## config.mk

```make
export PLATFORM = sky130hd
export DESIGN_NAME = bcomp_cfg
export DESIGN_NICKNAME = d
export VERILOG_FILES = /design/src/rtl/bcomp_pkg.sv /design/src/rtl/bcomp_cfg.sv
export SDC_FILE = /design/constraint.sdc
export NUM_CORES = 1
export LEC_CHECK = 0
export BUFFER_PORTS_ARGS = -buffer_cell sky130_fd_sc_hd__buf_4
export CAP_MARGIN = 10
export CELL_PAD_IN_SITES_DETAIL_PLACEMENT = 0
export CELL_PAD_IN_SITES_GLOBAL_PLACEMENT = 1
export CORE_UTILIZATION = 39
export CTS_CLUSTER_DIAMETER = 200
export DETAILED_ROUTE_END_ITERATION = 12
export PLACE_DENSITY = 0.83
export SKIP_CTS_REPAIR_TIMING = 1
export SYNTH_ARGS = -nofsm -noshare
export SYNTH_HDL_FRONTEND = slang
export SYNTH_SLANG_ARGS = --single-unit
```

## constraint.sdc

```tcl
create_clock -name i_clk -period 1.86 [get_ports i_clk]
set_input_delay 0.279 -clock i_clk [delete_from_list [all_inputs] [get_ports i_clk]]
set_output_delay 0.279 -clock i_clk [all_outputs]
set_load 0.1 [all_outputs]
```

## src/rtl/bcomp_pkg.sv

```systemverilog
// shared types and constants for the barometric compensation block
`timescale 1ns / 1ps
`default_nettype none

package bcomp_pkg;

    localparam int CFG_IDX_W = 2;
    localparam int CFG_DATA_W = 64;
    localparam int DIV_W = 64;

    localparam logic [CFG_IDX_W-1:0] CFG_TEMP_COEFFS = 2'd0;
    localparam logic [CFG_IDX_W-1:0] CFG_PRESS_A = 2'd1;
    localparam logic [CFG_IDX_W-1:0] CFG_PRESS_B = 2'd2;
    localparam logic [CFG_IDX_W-1:0] CFG_PRESS_LAST = 2'd3;

    localparam logic signed [32:0] PRESS_T_OFFSET = 33'sd128000;
    localparam logic [11:0] PRESS_SCALE = 12'd3125;
    localparam logic [20:0] PRESS_FULL = 21'd1048576;
    localparam logic signed [63:0] PRESS_BIAS = 64'sh0000_8000_0000_0000;

    typedef struct packed {
        logic [15:0]        t1;
        logic signed [15:0] t2;
        logic signed [15:0] t3;
        logic [15:0]        p1;
        logic signed [15:0] p2;
        logic signed [15:0] p3;
        logic signed [15:0] p4;
        logic signed [15:0] p5;
        logic signed [15:0] p6;
        logic signed [15:0] p7;
        logic signed [15:0] p8;
        logic signed [15:0] p9;
    } t_coeffs;

    typedef struct packed {
        logic signed [31:0] tc;
        logic signed [31:0] fine;
    } t_item;

endpackage

`default_nettype wire

```

## src/rtl/bcomp_cfg.sv

```systemverilog
// calibration coefficient registers
`timescale 1ns / 1ps
`default_nettype none

module bcomp_cfg (
    input  wire logic                               i_clk,
    input  wire logic                               i_rst_n,
    input  wire logic                               i_cfg_valid,
    input  wire logic [bcomp_pkg::CFG_IDX_W-1:0]    i_cfg_index,
    input  wire logic [bcomp_pkg::CFG_DATA_W-1:0]   i_cfg_data,
    output logic                                    o_cfg_ready,
    output bcomp_pkg::t_coeffs                      o_coef
);

    logic [47:0] r_temp;
    logic [63:0] r_pa;
    logic [63:0] r_pb;
    logic [15:0] r_p9;

    assign o_cfg_ready = 1'b1;

    always_ff @(posedge i_clk) begin
        if (!i_rst_n) begin
            r_temp <= '0;
            r_pa   <= '0;
            r_pb   <= '0;
            r_p9   <= '0;
        end else if (i_cfg_valid) begin
            case (i_cfg_index)
                bcomp_pkg::CFG_TEMP_COEFFS: r_temp <= i_cfg_data[47:0];
                bcomp_pkg::CFG_PRESS_A:     r_pa   <= i_cfg_data;
                bcomp_pkg::CFG_PRESS_B:     r_pb   <= i_cfg_data;
                bcomp_pkg::CFG_PRESS_LAST:  r_p9   <= i_cfg_data[15:0];
                default: begin
                end
            endcase
        end
    end

    always_comb begin
        o_coef.t1 = r_temp[15:0];
        o_coef.t2 = r_temp[31:16];
        o_coef.t3 = r_temp[47:32];
        o_coef.p1 = r_pa[15:0];
        o_coef.p2 = r_pa[31:16];
        o_coef.p3 = r_pa[47:32];
        o_coef.p4 = r_pa[63:48];
        o_coef.p5 = r_pb[15:0];
        o_coef.p6 = r_pb[31:16];
        o_coef.p7 = r_pb[47:32];
        o_coef.p8 = r_pb[63:48];
        o_coef.p9 = r_p9;
    end

endmodule

`default_nettype wire

```

# [Word-level counts from Yosys, hierarchy flattened]
# Index checks and enable logic that the tools add are counted.
[totals] register_bits=192 input_bits=69 out_inout_bits=193 elab_cells=12
[op_classes] n_eq_ne=3 reduce_logical=5
[ops] cell="2-bit AND reduction" n=4
[ops] cell="2-bit equality test (second input constant)" n=2
[ops] cell="2-bit by 1-bit equality test with 1-bit output (second input constant)" n=1
[ops] cell="2-bit zero test" n=1

# [Longest topological paths before layout]
[logic_depth] word_depth=2 mapped_depth=4

# [Worst setup path after synthesis]
# Ideal clock, no wire load.
[synth_path] path_type="reg2reg" from="register, netlist name r_p9[0]" to="register r_p9[0]" setup_ns=0.072 arrival_time_ns=1.158 required_ns=1.788 path_slack_ns=0.630 path_stages_with_launch=3 path_buffers=0 period_less_slack_ns=1.230 path_cell_list="dfxtp_1 > nand2_1 > mux2i_1"
[synth_lines] item="to (signal assigned)" line="bcomp_cfg.sv:33" text="bcomp_pkg::CFG_PRESS_LAST: r_p9 <= i_cfg_data[15:0];"
[synth_lines] item="to (decl)" line="bcomp_cfg.sv:18" text="logic [15:0] r_p9;"

# [Worst setup path after layout]
[layout_path] from="register r_pb[52]" to="output o_coef[20] in the netlist's numbering"
[layout_lines] item="from (decl)" line="bcomp_cfg.sv:17" text="logic [63:0] r_pb;"
[layout_lines] item="from (signal assigned)" line="bcomp_cfg.sv:32" text="bcomp_pkg::CFG_PRESS_B: r_pb <= i_cfg_data;"
[layout_lines] item="to (decl)" line="bcomp_cfg.sv:12" text="output bcomp_pkg::t_coeffs o_coef"
# No word-level cell between the ends.

==> results.json <==
{
  "cts_htree_levels": 4,
  "yosys-top-cells-area": "dfxtp_1 (55%), mux2i_1 (27%), nand2_1 (14%)",
  "die_x_um": 136,
  "grt_pass1_vias": 5225,
  "crit_fanout": 2,
  "worst_slack_ps": 503,
  "start_util_pct": 40.2,
  "multiInputGateArea_um2": 2930,
  "skew_ps": 0,
  "crit_family": "flip-flops",
  "cts.reportedPaths.clkPinSlew_ps": 70,
  "ys_ff_latch": 192,
  "cp_data_required_time_ps": 1580,
  "vias": 5432,
  "start_kind": "flip-flop",
  "period_needed_ps": 1360,
  "arrival_ps": 1080,
  "r2r_end": "r_pb[52]$_SDFFE_PN0P_",
  "crit_end": "o_coef[20]",
  "setup_violations": 0,
  "drive_above_1_share_pct": 32.4,
  "final-max-slew-violation-count": 0,
  "core_um2": 17500,
  "die_y_um": 136,
  "grt_max_degree": 65,
  "yosys_most_used_dff": "dfxtp_1",
  "status": "finished, final reports clean",
  "p_per_area_nw_per_um2": 1030,
  "synth_top_area_cell": "dfxtp_1",
  "startpoint": "r_pb[52]$_SDFFE_PN0P_",
  "synth_edf_count": 0,
  "io-pin-count": 262,
  "drt_pass1_iterations": 4,
  "async_flop_share_pct": 0,
  "min_path_cells": 3,
  "fin_crit_sh_pct": 73.0,
  "dp_hpwl_mm": 11.9,
  "globalRouteOverflowTotal": 0,
  "area_delta_synth_final_pct": 40.7,
  "fin_nets": 1007,
  "cts_buffers": 17,
  "r2r_start": "r_pb[52]$_SDFFE_PN0P_",
  "peakVddDrop_v": 0.000591,
  "endpoint_kind": "output pin",
  "gr-usage-met2_pct": 30.8,
  "antenna_found_initial": 0,
  "hp-class": "in2reg",
  "wl_mm": 17.5,
  "power_uw": 10200,
  "place.gp.congestion": 0.754,
  "ys_types": 12,
  "grt_busiest_layer": "met2",
  "avgSynthCellArea_um2": 10.1,
  "synth.net_count": 763,
  "cts_sinks": 192,
  "max_cap_viol_count": 0,
  "max_stage_delay_ps": 360,
  "yosysWarnings": 0,
  "avgRoutedWirePerCell_um": 14.9,
  "path_class": "reg2out",
  "synth.most_common_cell": "nand2_1",
  "seq_area_frac_synth_pct": 54.7,
  "avgViaCountPerCell": 4.62,
  "cts_tree": "yes",
  "drcViolationCount": 0,
  "final-hold-violation-count": 0,
  "syn-cell-area_um2": 7030,
  "syn-instance-count": 694,
  "drt_iter0_drc": 203,
  "path_depth": 1,
  "grt_pass1_wl_mm": 27.1,
  "rsz0062_at_grt": "no",
  "clk_latency_ps": 410,
  "synth_top_area_share_pct": 54.7,
  "yosys-top-cells-count": "nand2_1 (256), dfxtp_1 (192), mux2i_1 (192), clkbuf_1 (16), buf_4 (14)",
  "leakagePower_uw": 0.00509,
  "slowest_stage": "dfxtp_1",
  "clockBufferDepth": 2,
  "regArea_um2": 3840,
  "r2r_cells": 2,
  "track_usage_pct": 18.8,
  "portBuffers": 260,
  "worst-r2r-setup-slack_ps": 1220,
  "ant_nets": 0,
  "dieArea_um2": 18600,
  "place_ws_ps": 506,
  "diodes": 0,
  "cts_root_buf": "clkbuf_16",
  "rows": 48,
  "fin_tns_setup_ps": 0,
  "use_met3_pct": 6.38,
  "path_buf_inv": 1,
  "grtUsageMet1_pct": 22.6,
  "cp_cell_sequence": "buf_4",
  "fill_cells": 1585,
  "max_freq_mhz": 737
}
[how the worst min path moves through the flow]
| stage | start | endpoint | slack (ps) |
|---|---|---|---|
| finish | i_cfg_data[58] | r_pb[58]$_SDFFE_PN0P_ | 130 |
| global route | i_cfg_data[62] | r_pb[62]$_SDFFE_PN0P_ | 130 |
| CTS | i_cfg_data[59] | r_pb[59]$_SDFFE_PN0P_ | 120 |
| detailed placement | r_temp[8]$_SDFFE_PN0P_ | r_temp[8]$_SDFFE_PN0P_ | 450 |
| global placement | r_temp[11]$_SDFFE_PN0P_ | r_temp[11]$_SDFFE_PN0P_ | 440 |
| floorplan | i_cfg_data[48] | r_pa[48]$_SDFFE_PN0P_ | 440 |
[kinds of logic (layout without fill, tap and decap cells)]
| family | after synthesis | count (layout) | share of synthesized area, % |
|---|---|---|---|
| other | 1 | 1 | 0.0533 |
| muxes | 192 | 192 | 27.3 |
| buffers and inverters | 49 | 306 | 3.72 |
| and+or+nand+nor | 260 | 260 | 14.2 |
| DFF | 192 | 192 | 54.7 |
[cell type report]
type                       instances  share of cell area [%]
clock inverter                    15                    2.24
multi-input combinational        453                    29.6
timing repair buffer             274                    22.1
tap                              225                    2.85
clock buffer                      17                    4.30
sequential                       192                    38.9
[flip-flops by register name, summed over array words and instances, names as in the netlist]
register,cells
r_temp,48
r_pb,64
r_pa,64
r_p9,16
[metrics by stage]
stage,utilization (%),std cells,cell area (um^2),hold slack (ps)
2_1_floorplan,-,694,7030,440
3_3_place_gp,52.9,1144,9240,442
3_5_place_dp,52.9,1144,9240,447
4_1_cts,56.6,1176,9890,118
5_1_grt,56.6,1176,9890,134
6_report,56.6,1176,9890,134
[worst reg2reg max path: stages (launching register included)]
cell	delay [ps]
dfxtp_1	360
nand2_1	80
mux2i_1	130
[placed cells by master (no fill, tap or decap), types with 2 or more instances in the layout]
| cell type | instances |
|---|---|
| inv_8 | 3 |
| buf_12 | 10 |
| clkinv_4 | 3 |
| mux2i_1 | 192 |
| bufinv_16 | 4 |
| clkbuf_16 | 17 |
| dfxtp_1 | 192 |
| inv_6 | 3 |
| clkinvlp_4 | 2 |
| nand3b_1 | 2 |
| buf_4 | 263 |
| nand2_1 | 256 |
[layer usage]
layer / share of wire (%) / up-vias / routed length (um)
li1: - / 2750 / -
met1: 43 / 2490 / 7520
met2: 47 / 173 / 8200
met3: 8.3 / 19 / 1450
met4: 1.7 / 0 / 295
met5: 0 / - / 0
[power breakdown]
part,internal (uW),switching (uW)
sequential,4250,73.7
combinational,453,1440
clock,2300,1650
total,7010,3160
Power figures use the tool's default switching activity.
