--- src/rtl/bcomp_pkg.sv ---
// shared types and constants for the barometric compensation block
`timescale 1ns / 1ps
`default_nettype none

package bcomp_pkg;

    localparam int CFG_IDX_W = 2;
    localparam int CFG_DATA_W = 64;
    localparam int DIV_W = 64;

    localparam logic [CFG_IDX_W-1:0] CFG_TEMP_COEFFS = 2'd0;
    localparam logic [CFG_IDX_W-1:0] CFG_PRESS_A = 2'd1;
    localparam logic [CFG_IDX_W-1:0] CFG_PRESS_B = 2'd2;
    localparam logic [CFG_IDX_W-1:0] CFG_PRESS_LAST = 2'd3;

    localparam logic signed [32:0] PRESS_T_OFFSET = 33'sd128000;
    localparam logic [11:0] PRESS_SCALE = 12'd3125;
    localparam logic [20:0] PRESS_FULL = 21'd1048576;
    localparam logic signed [63:0] PRESS_BIAS = 64'sh0000_8000_0000_0000;

    typedef struct packed {
        logic [15:0]        t1;
        logic signed [15:0] t2;
        logic signed [15:0] t3;
        logic [15:0]        p1;
        logic signed [15:0] p2;
        logic signed [15:0] p3;
        logic signed [15:0] p4;
        logic signed [15:0] p5;
        logic signed [15:0] p6;
        logic signed [15:0] p7;
        logic signed [15:0] p8;
        logic signed [15:0] p9;
    } t_coeffs;

    typedef struct packed {
        logic signed [31:0] tc;
        logic signed [31:0] fine;
    } t_item;

endpackage

`default_nettype wire

--- src/rtl/bcomp_temp.sv ---
// four-stage temperature compensation pipeline
`timescale 1ns / 1ps
`default_nettype none

module bcomp_temp (
    input  wire logic               i_clk,
    input  wire logic               i_rst_n,
    input  wire logic               i_vld,
    input  wire logic [19:0]        i_adt,
    input  wire logic [19:0]        i_adp,
    input  wire bcomp_pkg::t_coeffs i_coef,
    output logic                    o_vld,
    output logic [19:0]             o_adp,
    output bcomp_pkg::t_item        o_item
);

    logic signed [17:0] w_x;
    logic signed [16:0] w_d;
    logic signed [33:0] n_xt2;
    logic signed [33:0] n_dd;
    logic signed [31:0] w_dds;
    logic signed [47:0] n_m3;

    logic               r_vld1, r_vld2, r_vld3, r_vld4;
    logic [19:0]        r_adp1, r_adp2, r_adp3, r_adp4;
    logic signed [33:0] r_xt2;
    logic signed [33:0] r_dd;
    logic signed [31:0] r_a;
    logic signed [31:0] r_m3;
    logic signed [31:0] r_fine3;
    logic signed [31:0] r_fine4;
    logic signed [31:0] r_tc;

    assign w_x   = $signed({1'b0, i_adt[19:3]}) - $signed({1'b0, i_coef.t1, 1'b0});
    assign w_d   = $signed({1'b0, i_adt[19:4]}) - $signed({1'b0, i_coef.t1});
    assign n_xt2 = w_x * i_coef.t2;
    assign n_dd  = w_d * w_d;
    assign w_dds = $signed(r_dd[31:0]) >>> 12;
    assign n_m3  = w_dds * i_coef.t3;

    always_ff @(posedge i_clk) begin
        if (!i_rst_n) begin
            r_vld1 <= 1'b0;
            r_vld2 <= 1'b0;
            r_vld3 <= 1'b0;
            r_vld4 <= 1'b0;
        end else begin
            r_vld1 <= i_vld;
            r_vld2 <= r_vld1;
            r_vld3 <= r_vld2;
            r_vld4 <= r_vld3;
        end
    end

    always_ff @(posedge i_clk) begin
        r_adp1  <= i_adp;
        r_xt2   <= n_xt2;
        r_dd    <= n_dd;
        r_adp2  <= r_adp1;
        r_a     <= $signed(r_xt2[31:0]) >>> 11;
        r_m3    <= n_m3[31:0];
        r_adp3  <= r_adp2;
        r_fine3 <= r_a + (r_m3 >>> 14);
        r_adp4  <= r_adp3;
        r_fine4 <= r_fine3;
        r_tc    <= (r_fine3 + (r_fine3 <<< 2) + 32'sd128) >>> 8;
    end

    assign o_vld       = r_vld4;
    assign o_adp       = r_adp4;
    assign o_item.tc   = r_tc;
    assign o_item.fine = r_fine4;

endmodule

`default_nettype wire

--- config.mk ---
export PLATFORM = sky130hd
export DESIGN_NAME = bcomp_temp
export DESIGN_NICKNAME = d
export VERILOG_FILES = /design/src/rtl/bcomp_pkg.sv /design/src/rtl/bcomp_temp.sv
export SDC_FILE = /design/constraint.sdc
export NUM_CORES = 2
export LEC_CHECK = 0
export BUFFER_PORTS_ARGS = -buffer_cell sky130_fd_sc_hd__clkbuf_2
export CORE_UTILIZATION = 35
export DETAILED_ROUTE_END_ITERATION = 7
export PLACE_DENSITY_LB_ADDON = 0.1
export SYNTH_ARGS = -nofsm -noshare
export SYNTH_HDL_FRONTEND = slang
export SYNTH_SLANG_ARGS = --single-unit
--- constraint.sdc ---
create_clock -name i_clk -period 8.8 [get_ports i_clk]
set_input_delay 0.88 -clock i_clk [delete_from_list [all_inputs] [get_ports i_clk]]
set_output_delay 0.88 -clock i_clk [all_outputs]
set_load 0.05 [all_outputs]
# Yosys cells after proc, flatten, opt, wreduce, memory -nomap -nowiden
# Index checks and enable logic that the tools add are counted.
[word_totals]
out_inout_bits = 85
wordCells = 23
register_bits = 289
[classes]
multipliers = 3
n_addsub = 5
[op_table]
columns = ["op", "n"]
rows = [
  ["$add 32x32->32", 1],
  ["$add 32x9->32 const B", 1],
  ["$mul 17x17->32", 1],
  ["$mul 18x16->32", 1],
  ["$mul 20x16->32", 1],
  ["$add 21x18->22", 1],
  ["$sub 17x17->18", 1],
  ["$sub 16x16->17", 1],
]

# Depth between registers and ports, before layout
[depth]
ltp_word = 2
depth_mapped = 36
depth_no_buf = 35

# Worst setup path before layout
# No wires, ideal clock.
[synth_timing]
path_type = "input to register"
startpoint = "input port i_adt[4]"
endpoint = "register r_xt2[31]"
cell_stages = 34
path_slack_ps = 54
required_ps = 8728
t_arrival_ps = 8674
cell_sequence = "inv_1 ha_1 fa_1 nor2b_1 o21ai_1 a21boi_1 o211a_1 nor3_1 or3_1 a41o_1 buf_2 clkbuf_1 nand2_1 inv_1 fa_1 inv_1 fa_1 inv_1 fa_1 fa_1 fa_1 inv_1 fa_1 inv_1 ha_1 nand2_1 nor4_1 or3b_1 o21ai_0 o41ai_1 a21oi_1 a31o_2 xor2_1 xnor2_1"
[synth_via]
elab_chain_len = 2
[synth_lines]
columns = ["item", "line", "source"]
rows = [
  ["from (decl)", "bcomp_temp.sv:9", "input wire logic [19:0] i_adt,"],
  ["$sub 17x17->18", "bcomp_temp.sv:34", "assign w_x = $signed({1'b0, i_adt[19:3]}) - $signed({1'b0, i_coef.t1, 1'b0});"],
  ["$mul 18x16->32", "bcomp_temp.sv:36", "assign n_xt2 = w_x * i_coef.t2;"],
  ["named net n_xt2[31]", "bcomp_temp.sv:19", "logic signed [33:0] n_xt2;"],
  ["to (signal assigned)", "bcomp_temp.sv:57", "r_xt2 <= n_xt2;"],
  ["to (decl)", "bcomp_temp.sv:26", "logic signed [33:0] r_xt2;"],
]
# The timed path passes the listed nets, and every way through them passes these cells.
# A chain may end at the register's enable or synchronous reset.

# Worst setup path in the final report
[layout_timing]
startpoint = "input port i_adt[4]"
endpoint = "register r_xt2[30]"
# Same word-level chain as after synthesis.

==> flow_summary.json <==
{
  "critPathSlowestCell": "fa_1",
  "clk_pin_slew_ns": 0.06,
  "htree_levels": 1,
  "use_met2_pct": 31.7,
  "slowest_delay_ns": 0.57,
  "dr.pass1.iters": 8,
  "synth_nets": 5175,
  "crit_arrival_ns": 8.88,
  "drtAntennaViolNets": 0,
  "fin_util_pct": 40.3,
  "yosysSeqAreaShare_pct": 12.7,
  "cts_buffers": 27,
  "maxCapViolCount": 0,
  "synth-edff-count": 0,
  "hold_slack_ns": 0.317,
  "grt_pass1_wl_mm": 150,
  "fill_cells": 10500,
  "synth_most_common_cell": "inv_1",
  "worstHoldStart": "r_adp1[9]",
  "syn_inst": 3808,
  "io_buffers": 172,
  "r2r_start": "r_dd[19]",
  "met1_usage_pct": 24.7,
  "drc_errors": 0,
  "antenna_found_initial": 4,
  "drv_slew": 0,
  "cts_hold_buffers": 0,
  "layout-drive-gt1-share_pct": 12.4,
  "period_needed_ns": 8.42,
  "overflow": 0,
  "cts_root_buf": "clkbuf_16",
  "synth_cell_type_count": 75,
  "critPathKind": "input port to flip-flop",
  "routed_wl_mm": 92.2,
  "dp_cells": 5489,
  "avgSynthCellArea_um2": 9.60,
  "tns_ns": 0,
  "die_area_mm2": 0.106,
  "drt_iter0_drc": 915,
  "critPathRequiredTime_ns": 9.25,
  "globalRouteTotalUtil_pct": 18.1,
  "crit_top_cell": "fa_1",
  "async_flop_share_pct": 0,
  "vias_per_cell": 4.49,
  "hpwlAfterDp_mm": 77.9,
  "clock_skew_ns": 0.0204,
  "start_util_pct": 35.3,
  "status": "completed",
  "path_max_fanout": 7,
  "coreArea_mm2": 0.103,
  "startpoint_type": "input port",
  "hold_path_class": "flip-flop to flip-flop",
  "clock-sinks": 232,
  "busiest_layer": "met2",
  "die_w_um": 325,
  "tightest_slew_ns": 1.18,
  "setup_viol": 0,
  "fin_crit_sh_pct": 95.7,
  "layoutNonFillerInstCount": 5538,
  "io-pin-count": 320,
  "ys.flop_type": "dfxtp_1",
  "fp.dieH_um": 325,
  "synth_common_cells": "inv_1, fa_1, nand2_1",
  "fin_nets": 5507,
  "grt_pass1_vias": 27200,
  "cts.path.max_buffers": 3,
  "wl_per_cell_um": 16.6,
  "synth-seq-cells": 232,
  "antenna_cells": 0,
  "rows": 118,
  "synth_area_leader_cell": "fa_1",
  "yosys.area.top_type_share_pct": 44.7,
  "grtUsageMet3_pct": 1.74,
  "grt_max_degree": 29,
  "yosysWarnings": 0,
  "globalplace.congestion": 0.812,
  "synth_area_leaders": "fa_1, dfxtp_1, ha_1",
  "syn-cell-area_mm2": 0.0365,
  "relSlewSlack_pct": 21.2,
  "area_growth_pct": 14.3,
  "clk_latency_ns": 0.56,
  "num_vias": 24900,
  "max_freq_ghz": 0.119,
  "end_kind": "flip-flop",
  "cts_tree": "built",
  "startpoint": "i_adt[4]",
  "hold_violations": 0
}
==> cells by family after synthesis <==
kind of cell	Yosys count	synth area share [%]
adders and majority gates	1132	55.5
buffers and inverters	1099	11.5
and+or+nand+nor	964	12.4
DFF	232	12.7
AOI/OAI and AO/OA	229	4.10
xor gates and xnor gates	149	3.69
muxes	3	0.0856
==> metal layers <==
layer	share of wire, %	wire length (um)
met4	1.4	1330
met2	49	45500
met3	3.7	3450
met1	45	41900
met5	0	0
==> sequential cells by signal, indices dropped and copies added, names as in the netlist <==
register	cells
r_vld1	1
r_a	21
r_vld2	1
o_adp	20
r_xt2	21
r_adp3	20
r_m3	18
r_adp1	20
r_fine4	22
r_adp2	20
o_vld	1
r_fine3	22
r_vld3	1
r_dd	20
r_tc	24
==> final cells by class <==
type	instances	area, um^2	area share [%]
clock buffer	29	683	1.64
clock inverter	18	279	0.668
inverter	965	3630	8.69
multi-input combinational	2477	27800	66.6
sequential	232	4640	11.1
tap	1380	1730	4.13
timing repair buffer	437	3000	7.18
==> through the flow <==
step	setup WS, ns	instance area [um^2]
final	0.378	41800
after detailed placement	-0.578	40700
after global placement	-0.544	40700
after floorplan	0.0542	36500
after CTS	0.0157	41700
after global routing	-0.00520	41800
==> worst paths after layout <==
path | to | slack, ns | cells after the start
min reg2reg | r_adp2[9] | 0.32 | 0
min | r_adp2[9] | 0.32 | 0
max reg2reg | r_m3[30] | 1.55 | 23
max | r_xt2[30] | 0.38 | 36
==> worst max-delay path, delay by kind of cell <==
family | cells | cell delay [ns]
buffers and inverters | 11 | 1.13
AO/OA/AOI/OAI | 8 | 1.32
XOR/XNOR | 1 | 0.12
AND/OR/NAND/NOR | 7 | 1.48
adder cells (fa/ha/maj) | 9 | 3.92
==> layout by cell type, fill, tap and decap left out, types with 12 or more instances in the layout <==
cell / n
nor2_1: 123
nor3_1: 26
nand2b_1: 40
a21oi_1: 61
ha_1: 316
and2_1: 213
buf_4: 253
clkbuf_2: 172
xor2_1: 35
nand3_1: 19
inv_1: 952
o21a_1: 20
buf_12: 12
nand2_1: 468
dfxtp_1: 232
xnor2_1: 104
clkbuf_16: 27
nor2b_1: 29
fa_1: 816
a21o_1: 15
o21ai_0: 46
==> timing repair <==
| item | CTS | global route |
|---|---|---|
| resized for setup | 0 | 13 |
| buffers inserted | 0 | 2 |
| setup endpoints to repair | 0 | 13 |
Power is left out: the tool's default activity adds up to more than one toggle a clock period on the data nets, which glitch-free logic cannot reach.
